==> config.mk <==
export PLATFORM = sky130hd
export DESIGN_NAME = unix_seconds_to_calendar
export DESIGN_NICKNAME = d
export VERILOG_FILES = /design/src/rtl/ustc_pkg.sv /design/src/rtl/unix_seconds_to_calendar.sv /design/src/rtl/ustc_tod.sv /design/src/rtl/ustc_date.sv
export SDC_FILE = /design/constraint.sdc
export NUM_CORES = 2
export LEC_CHECK = 0
export BUFFER_PORTS_ARGS = -buffer_cell sky130_fd_sc_hd__buf_4
export CAP_MARGIN = 20
export CORE_MARGIN = 1.5
export CORE_UTILIZATION = 40
export DETAILED_ROUTE_END_ITERATION = 16
export PLACE_DENSITY = 0.68
export SETUP_SLACK_MARGIN = 0.5
export SYNTH_ARGS = -nofsm -noshare
export SYNTH_HDL_FRONTEND = slang
export SYNTH_SLANG_ARGS = --single-unit
==> constraint.sdc <==
create_clock -name i_clk -period 6.8 [get_ports i_clk]
set_clock_uncertainty 0.05 [all_clocks]
set_input_delay 1.02 -clock i_clk [delete_from_list [all_inputs] [get_ports i_clk]]
set_output_delay 1.02 -clock i_clk [all_outputs]
set_load 0.01 [all_outputs]
==> src/rtl/ustc_pkg.sv <==
// constants and helpers shared by the unix seconds to calendar pipeline
// no dependencies
package ustc_pkg;

    // seconds to day count: (secs >> 7) / 675 by reciprocal, shift 36
    localparam logic [26:0] DAY_RECIP    = 27'd101806633;
    localparam logic [16:0] SEC_PER_DAY  = 17'd86400;

    // time of day
    localparam logic [12:0] HOUR_RECIP   = 13'd4661;    // (sod >> 4) / 225, shift 20
    localparam logic [11:0] SEC_PER_HOUR = 12'd3600;
    localparam logic [10:0] MIN_RECIP    = 11'd1093;    // (rem >> 2) / 15, shift 14
    localparam logic [11:0] SEC_PER_MIN  = 12'd60;

    // weekday: (days + 3) mod 7, reciprocal shift 19
    localparam logic [15:0] WDAY_OFS     = 16'd3;
    localparam logic [16:0] WDAY_RECIP   = 17'd74899;
    localparam logic [15:0] DAYS_PER_WK  = 16'd7;

    // julian day conversion, a = days + 2440588 + 32044
    localparam logic [21:0] JDN_A_OFS    = 22'd2472632;
    localparam logic [23:0] CENT_EDGE_68 = 24'd9934596;
    localparam logic [23:0] CENT_EDGE_69 = 24'd10080693;
    localparam logic [21:0] CENT_BASE_67 = 22'd2447124;
    localparam logic [21:0] CENT_BASE_68 = 22'd2483649;
    localparam logic [21:0] CENT_BASE_69 = 22'd2520173;
    localparam logic [1:0]  CENT_IDX_67  = 2'd0;
    localparam logic [1:0]  CENT_IDX_68  = 2'd1;
    localparam logic [1:0]  CENT_IDX_69  = 2'd2;
    localparam logic [17:0] Y4_RECIP     = 18'd183735;  // / 1461, shift 28
    localparam logic [17:0] DAYS_PER_4Y  = 18'd1461;
    localparam logic [12:0] MON_RECIP    = 13'd6854;    // / 153, shift 20
    localparam logic [3:0]  MON_WRAP     = 4'd10;
    localparam logic [11:0] YEAR_BASE    = 12'd1900;
    localparam logic [11:0] YEARS_PER_C  = 12'd100;

    // first day of each month counted from march
    function automatic logic [8:0] month_start(input logic [3:0] m);
        logic [8:0] d;
        case (m)
            4'd0:    d = 9'd0;
            4'd1:    d = 9'd31;
            4'd2:    d = 9'd61;
            4'd3:    d = 9'd92;
            4'd4:    d = 9'd122;
            4'd5:    d = 9'd153;
            4'd6:    d = 9'd184;
            4'd7:    d = 9'd214;
            4'd8:    d = 9'd245;
            4'd9:    d = 9'd275;
            4'd10:   d = 9'd306;
            4'd11:   d = 9'd337;
            default: d = 9'd0;
        endcase
        return d;
    endfunction

endpackage

==> src/rtl/unix_seconds_to_calendar.sv <==
// top level: unix seconds to calendar date and time of day
// depends on ustc_pkg, ustc_tod and ustc_date
//
// usage:
//   a request is taken at a rising edge with start high and busy low.
//   busy never rises, so a request may be issued in every cycle.
//   each request gives one result, shown for one cycle with o_valid high,
//   once it has passed the input, day product and day count registers and then both branches.
//   throughput is one request per cycle; results leave in request order.
//   the receiver cannot hold results off and needs no handshake back.
//   latency is set by the chain of constant reciprocal multiplies:
//   day count, then hour and minute in one branch and
//   four year group and month in the other.
//   synchronous reset clears all valid bits; requests in flight are dropped.
//   the block keeps no state between requests.
module unix_seconds_to_calendar import ustc_pkg::*; (
    input  logic        i_clk,
    input  logic        i_rst_n,
    input  logic        start,
    output logic        busy,
    input  logic [31:0] i_unix_seconds,
    output logic        o_valid,
    output logic [5:0]  o_second,
    output logic [5:0]  o_minute,
    output logic [4:0]  o_hour,
    output logic [2:0]  o_weekday,
    output logic [4:0]  o_day_of_month,
    output logic [3:0]  o_month,
    output logic [11:0] o_year
);

    logic [7:0]  r_vld;
    logic [7:0]  n_vld;
    logic [31:0] r_secs0;
    logic [51:0] r_dprod1;
    logic [31:0] r_secs1;
    logic [15:0] r_days2;
    logic [31:0] r_secs2;

    assign busy  = 1'b0;
    assign n_vld = {r_vld[6:0], start & ~busy};

    always_ff @(posedge i_clk) begin
        if (!i_rst_n) begin
            r_vld <= '0;
        end else begin
            r_vld <= n_vld;
        end
    end

    always_ff @(posedge i_clk) begin
        r_secs0  <= i_unix_seconds;
        r_dprod1 <= 52'(r_secs0[31:7]) * 52'(DAY_RECIP);
        r_secs1  <= r_secs0;
        r_days2  <= r_dprod1[51:36];
        r_secs2  <= r_secs1;
    end

    ustc_tod u_tod (
        .i_clk    (i_clk),
        .i_secs   (r_secs2),
        .i_days   (r_days2),
        .o_second (o_second),
        .o_minute (o_minute),
        .o_hour   (o_hour)
    );

    ustc_date u_date (
        .i_clk          (i_clk),
        .i_days         (r_days2),
        .o_weekday      (o_weekday),
        .o_day_of_month (o_day_of_month),
        .o_month        (o_month),
        .o_year         (o_year)
    );

    assign o_valid = r_vld[7];

endmodule

==> src/rtl/ustc_tod.sv <==
// time of day pipeline: second, minute and hour from seconds and day count
// depends on ustc_pkg
module ustc_tod import ustc_pkg::*; (
    input  logic        i_clk,
    input  logic [31:0] i_secs,
    input  logic [15:0] i_days,
    output logic [5:0]  o_second,
    output logic [5:0]  o_minute,
    output logic [4:0]  o_hour
);

    logic [32:0] n_dsec;
    logic [16:0] r_sod3;
    logic [25:0] r_hprod;
    logic [16:0] r_sod4;
    logic [4:0]  n_hour;
    logic [16:0] n_rem;
    logic [4:0]  r_hour5;
    logic [11:0] r_rem5;
    logic [20:0] r_mprod;
    logic [11:0] r_rem6;
    logic [4:0]  r_hour6;
    logic [5:0]  n_minute;
    logic [11:0] n_sec;
    logic [5:0]  r_second;
    logic [5:0]  r_minute;
    logic [4:0]  r_hour;

    assign n_dsec   = 33'(i_days) * 33'(SEC_PER_DAY);
    assign n_hour   = r_hprod[24:20];
    assign n_rem    = r_sod4 - 17'(n_hour) * 17'(SEC_PER_HOUR);
    assign n_minute = r_mprod[19:14];
    assign n_sec    = r_rem6 - 12'(n_minute) * SEC_PER_MIN;

    always_ff @(posedge i_clk) begin
        r_sod3   <= i_secs[16:0] - n_dsec[16:0];
        r_hprod  <= 26'(r_sod3[16:4]) * 26'(HOUR_RECIP);
        r_sod4   <= r_sod3;
        r_hour5  <= n_hour;
        r_rem5   <= n_rem[11:0];
        r_mprod  <= 21'(r_rem5[11:2]) * 21'(MIN_RECIP);
        r_rem6   <= r_rem5;
        r_hour6  <= r_hour5;
        r_second <= n_sec[5:0];
        r_minute <= n_minute;
        r_hour   <= r_hour6;
    end

    assign o_second = r_second;
    assign o_minute = r_minute;
    assign o_hour   = r_hour;

endmodule

==> src/rtl/ustc_date.sv <==
// date pipeline: weekday, day of month, month and year from the day count
// through the julian day number; depends on ustc_pkg
module ustc_date import ustc_pkg::*; (
    input  logic        i_clk,
    input  logic [15:0] i_days,
    output logic [2:0]  o_weekday,
    output logic [4:0]  o_day_of_month,
    output logic [3:0]  o_month,
    output logic [11:0] o_year
);

    logic [15:0] n_wx;
    logic [21:0] n_a;
    logic [23:0] n_x;
    logic [1:0]  n_cidx;
    logic [21:0] n_cbase;
    logic [21:0] n_c;
    logic [15:0] r_wx3;
    logic [32:0] r_wprod3;
    logic [15:0] r_c3;
    logic [1:0]  r_cidx3;
    logic [15:0] n_wr;
    logic [2:0]  r_wday4;
    logic [35:0] r_yprod4;
    logic [15:0] r_c4;
    logic [1:0]  r_cidx4;
    logic [7:0]  n_yr4;
    logic [17:0] n_y4d;
    logic [15:0] n_e;
    logic [2:0]  r_wday5;
    logic [8:0]  r_e5;
    logic [7:0]  r_yr45;
    logic [1:0]  r_cidx5;
    logic [10:0] n_mx;
    logic [2:0]  r_wday6;
    logic [23:0] r_mprod6;
    logic [8:0]  r_e6;
    logic [7:0]  r_yr46;
    logic [1:0]  r_cidx6;
    logic [3:0]  n_m;
    logic        n_wrap;
    logic [8:0]  n_mday;
    logic [3:0]  n_mon;
    logic [11:0] n_year;
    logic [2:0]  r_weekday;
    logic [4:0]  r_day_of_month;
    logic [3:0]  r_month;
    logic [11:0] r_year;

    // century of the 400 year cycle, only three can occur
    always_comb begin
        n_wx = i_days + WDAY_OFS;
        n_a  = 22'(i_days) + JDN_A_OFS;
        n_x  = {n_a, 2'b11};
        if (n_x >= CENT_EDGE_69) begin
            n_cidx  = CENT_IDX_69;
            n_cbase = CENT_BASE_69;
        end else if (n_x >= CENT_EDGE_68) begin
            n_cidx  = CENT_IDX_68;
            n_cbase = CENT_BASE_68;
        end else begin
            n_cidx  = CENT_IDX_67;
            n_cbase = CENT_BASE_67;
        end
        n_c = n_a - n_cbase;
    end

    assign n_wr  = r_wx3 - DAYS_PER_WK * r_wprod3[31:19]
                   ;
    assign n_yr4 = r_yprod4[35:28];
    assign n_y4d = 18'(n_yr4) * DAYS_PER_4Y;
    assign n_e   = r_c4 - n_y4d[17:2];
    assign n_mx  = {r_e5, 2'b00} + 11'(r_e5) + 11'd2;

    always_comb begin
        n_m    = r_mprod6[23:20];
        n_wrap = (n_m >= MON_WRAP);
        n_mday = r_e6 - month_start(n_m) + 9'd1;
        n_mon  = n_wrap ? (n_m - 4'd9) : (n_m + 4'd3);
        n_year = YEAR_BASE + 12'(r_cidx6) * YEARS_PER_C + 12'(r_yr46) + 12'(n_wrap);
    end

    always_ff @(posedge i_clk) begin
        r_wx3          <= n_wx;
        r_wprod3       <= 33'(n_wx) * 33'(WDAY_RECIP);
        r_c3           <= n_c[15:0];
        r_cidx3        <= n_cidx;
        r_wday4        <= n_wr[2:0] + 3'd1;
        r_yprod4       <= 36'({r_c3, 2'b11}) * 36'(Y4_RECIP);
        r_c4           <= r_c3;
        r_cidx4        <= r_cidx3;
        r_wday5        <= r_wday4;
        r_e5           <= n_e[8:0];
        r_yr45         <= n_yr4;
        r_cidx5        <= r_cidx4;
        r_wday6        <= r_wday5;
        r_mprod6       <= 24'(n_mx) * 24'(MON_RECIP);
        r_e6           <= r_e5;
        r_yr46         <= r_yr45;
        r_cidx6        <= r_cidx5;
        r_weekday      <= r_wday6;
        r_day_of_month <= n_mday[4:0];
        r_month        <= n_mon;
        r_year         <= n_year;
    end

    assign o_weekday      = r_weekday;
    assign o_day_of_month = r_day_of_month;
    assign o_month        = r_month;
    assign o_year         = r_year;

endmodule

==> flow_summary.yaml <==
outcome:
  status: "completed"
finish:
  multi_input_area_sq_um: 25300
  nets: 4741
  fill_cells: 7858
  layout-drive-gt1-share_pct: 10.1
  design_area_sq_um: 38600
  ff_latch_area_sq_um: 6260
  syn_to_final_growth_pct: 13.0
timing:
  slew_viol_final: 0
  hold_viol_final: 0
  rsz0062_at_grt: "yes"
  fin_hold_ws_ps: 271
  max_freq_mhz: 161
  relSlewSlack_pct: 56.0
  finalSetupViolCount: 0
  min_period_ps: 6230
  min_period_over_period_pct: 91.6
  tightest_slew_ps: 643
detailed_routing:
  drc: 0
  antenna_left: 0
  drt_iter0_markers: 916
  vias_per_cell: 4.72
  wl_per_cell_um: 14.8
  drt-total-wl_mm: 67.8
  drt_first_pass_iters: 5
  routed-via-count: 21600
logic_synthesis:
  ys.warnings.count: 0
  synth_flop_cell: "dfxtp_1"
  synth_area_per_cell_sq_um: 10.5
  syn_area_sq_um: 34100
  yosysMostFrequentCell: "ha_1"
  ys_seq_area_share_pct: 18.2
  yosys.area.top_type: "ha_1"
  synth_edf_count: 0
  synthTopCellsByCount: "ha_1 (840), inv_1 (829), fa_1 (451), dfxtp_1 (310), xnor2_1 (123)"
  synth_nets: 4569
  yosysTopAreaCellShare_pct: 30.8
  synthArstFlopShare_pct: 0
  synthCells: 3243
  synth.distinct_cells: 69
  synth_area_leaders: "ha_1 (31%), fa_1 (26%), dfxtp_1 (18%)"
  ys_seq_elements: 310
grt:
  overflow: 0
  grt_usage_pct: 16.2
  grt_pass1_vias: 22700
  grt_max_degree: 16
  antenna_found_initial: 1
  grt_pass1_wl_mm: 112
floorplanning:
  pin_count: 78
  row_count: 106
  die_x_um: 295
  core_sq_um: 84100
  die_h_um: 295
  dieArea_sq_um: 87100
  start_util_pct: 40.6
setup_path:
  crit_required_ps: 7220
  slowest_delay_ps: 590
  end_kind: "flip-flop"
  crit_type: "flip-flop to flip-flop"
  cpMostUsedCell: "ha_4"
  cp-start-kind: "flip-flop"
  arrival_ps: 6650
  startpoint: "u_date.r_e5[3]"
  r2r-start: "u_date.r_e5[3]"
  slowest_stage: "fa_2"
  crit_path_max_fanout: 5
clocking:
  cts_tree: "yes"
  clkSinkCount: 310
  clk_latency_ps: 590
  cts_hold_buf: 0
  clockBufferDepth: 3
  htree_levels: 2
  cts_root_buffer: "clkbuf_16"
  clk_pin_slew_ps: 60
  numCtsBuffers: 39
place:
  place.detailed.hpwl_mm: 57.6
  numPortBuffers: 76
  place_area_sq_um: 36400
  place_congestion: 0.907
hold_path:
  hold_start: "u_date.r_wday5[0]"
  hp-class: "flip-flop to flip-flop"
flow_run:
  max_cap_viol_count: 0
-- cells in the final DEF (no fill, tap or decap), types with 29 or more instances in the layout --
cell type | Yosys | final
inv_1 | 829 | 815
xnor2_1 | 123 | 118
nand2_1 | 63 | 62
fa_1 | 451 | 444
a21o_1 | 49 | 49
nor2_1 | 59 | 53
o21ai_0 | 58 | 54
xor2_1 | 51 | 51
buf_4 | 1 | 141
dfxtp_1 | 310 | 286
a21oi_1 | 115 | 107
nand3_1 | 30 | 29
ha_1 | 840 | 813
clkbuf_16 | 0 | 39
-- flip-flops by register name (all words and copies together), names as in the netlist, 6 cells and up, named ones only --
signal / count
u_date.r_c4: 9
u_tod.o_minute: 6
u_tod.r_mprod: 8
u_date.o_year: 12
r_secs2: 17
u_date.r_yr46: 8
u_tod.r_sod3: 17
u_date.r_yr45: 8
r_secs1: 17
u_tod.r_hprod: 7
r_days2: 16
u_date.r_yprod4: 8
u_tod.r_sod4: 10
r_dprod1: 16
u_date.r_e5: 9
r_vld: 8
u_date.r_c3: 16
u_tod.r_rem5: 12
r_secs0: 32
u_tod.o_second: 6
-- per-stage QoR --
step | setup TNS, ps | instances | util [%] | worst slack [ps]
floorplan | 0 | 3243 | - | 505
global placement | 0 | 4479 | 43.2 | 153
detailed placement | -8.01 | 4479 | 43.2 | -8.01
CTS | 0 | 4561 | 45.1 | 454
global route | 0 | 4578 | 45.9 | 324
finish | 0 | 4579 | 45.9 | 570
-- final timing paths --
kind,end,slack [ps],cells after the start
worst max-delay path,flip-flop,570,26
worst min register to register,u_date.r_wday6[0],270,0
worst max register to register,flip-flop,570,26
worst min-delay path,u_date.r_wday6[0],270,0
-- final cells by class --
type                       instances  share of cell area, %
inverter                         829                   8.08
multi-input combinational       2093                   65.7
clock inverter                    27                  0.870
timing repair buffer             142                   2.77
sequential                       310                   16.2
tap                             1134                   3.68
antenna                            1                0.00649
clock buffer                      43                   2.62
-- cell families after synthesis --
kind of cell	count (synthesis)	synth area share, %
other	1	0.0110
AO/OA/AOI/OAI	338	6.31
buffers and inverters	840	9.26
XOR/XNOR	176	4.56
flip-flops	310	18.2
AND/OR/NAND/NOR	281	4.20
adder cells (fa/ha/maj)	1291	57.3
multiplexers	6	0.194
-- critical path: cells and delay by family, from the launching register on --
family                   cells  cell delay (ps)
flip-flops                   1              360
XOR/XNOR                     1              170
adder cells (fa/ha/maj)      8             2720
AO/OA/AOI/OAI                8             1430
buffers and inverters        5              480
AND/OR/NAND/NOR              4              910
-- routing by layer --
| metal | share of wire (%) | wire length (um) | vias up | track usage, % |
|---|---|---|---|---|
| li1 | - | - | 10700 | - |
| met1 | 44 | 30100 | 10400 | 20.3 |
| met2 | 49 | 33000 | 358 | 28.4 |
| met3 | 4.2 | 2870 | 109 | 2.90 |
| met4 | 2.6 | 1770 | 0 | 4.38 |
| met5 | 0 | 0 | - | 0 |
-- repair_timing --
item,CTS,global route
pin swaps,10,72
setup endpoints to repair,19,22
setup buffers,12,17
resized for setup,35,118
gates cloned,0,0
Power is left out: the tool's default activity adds up to more than one toggle a clock period on the data nets, which glitch-free logic cannot reach.
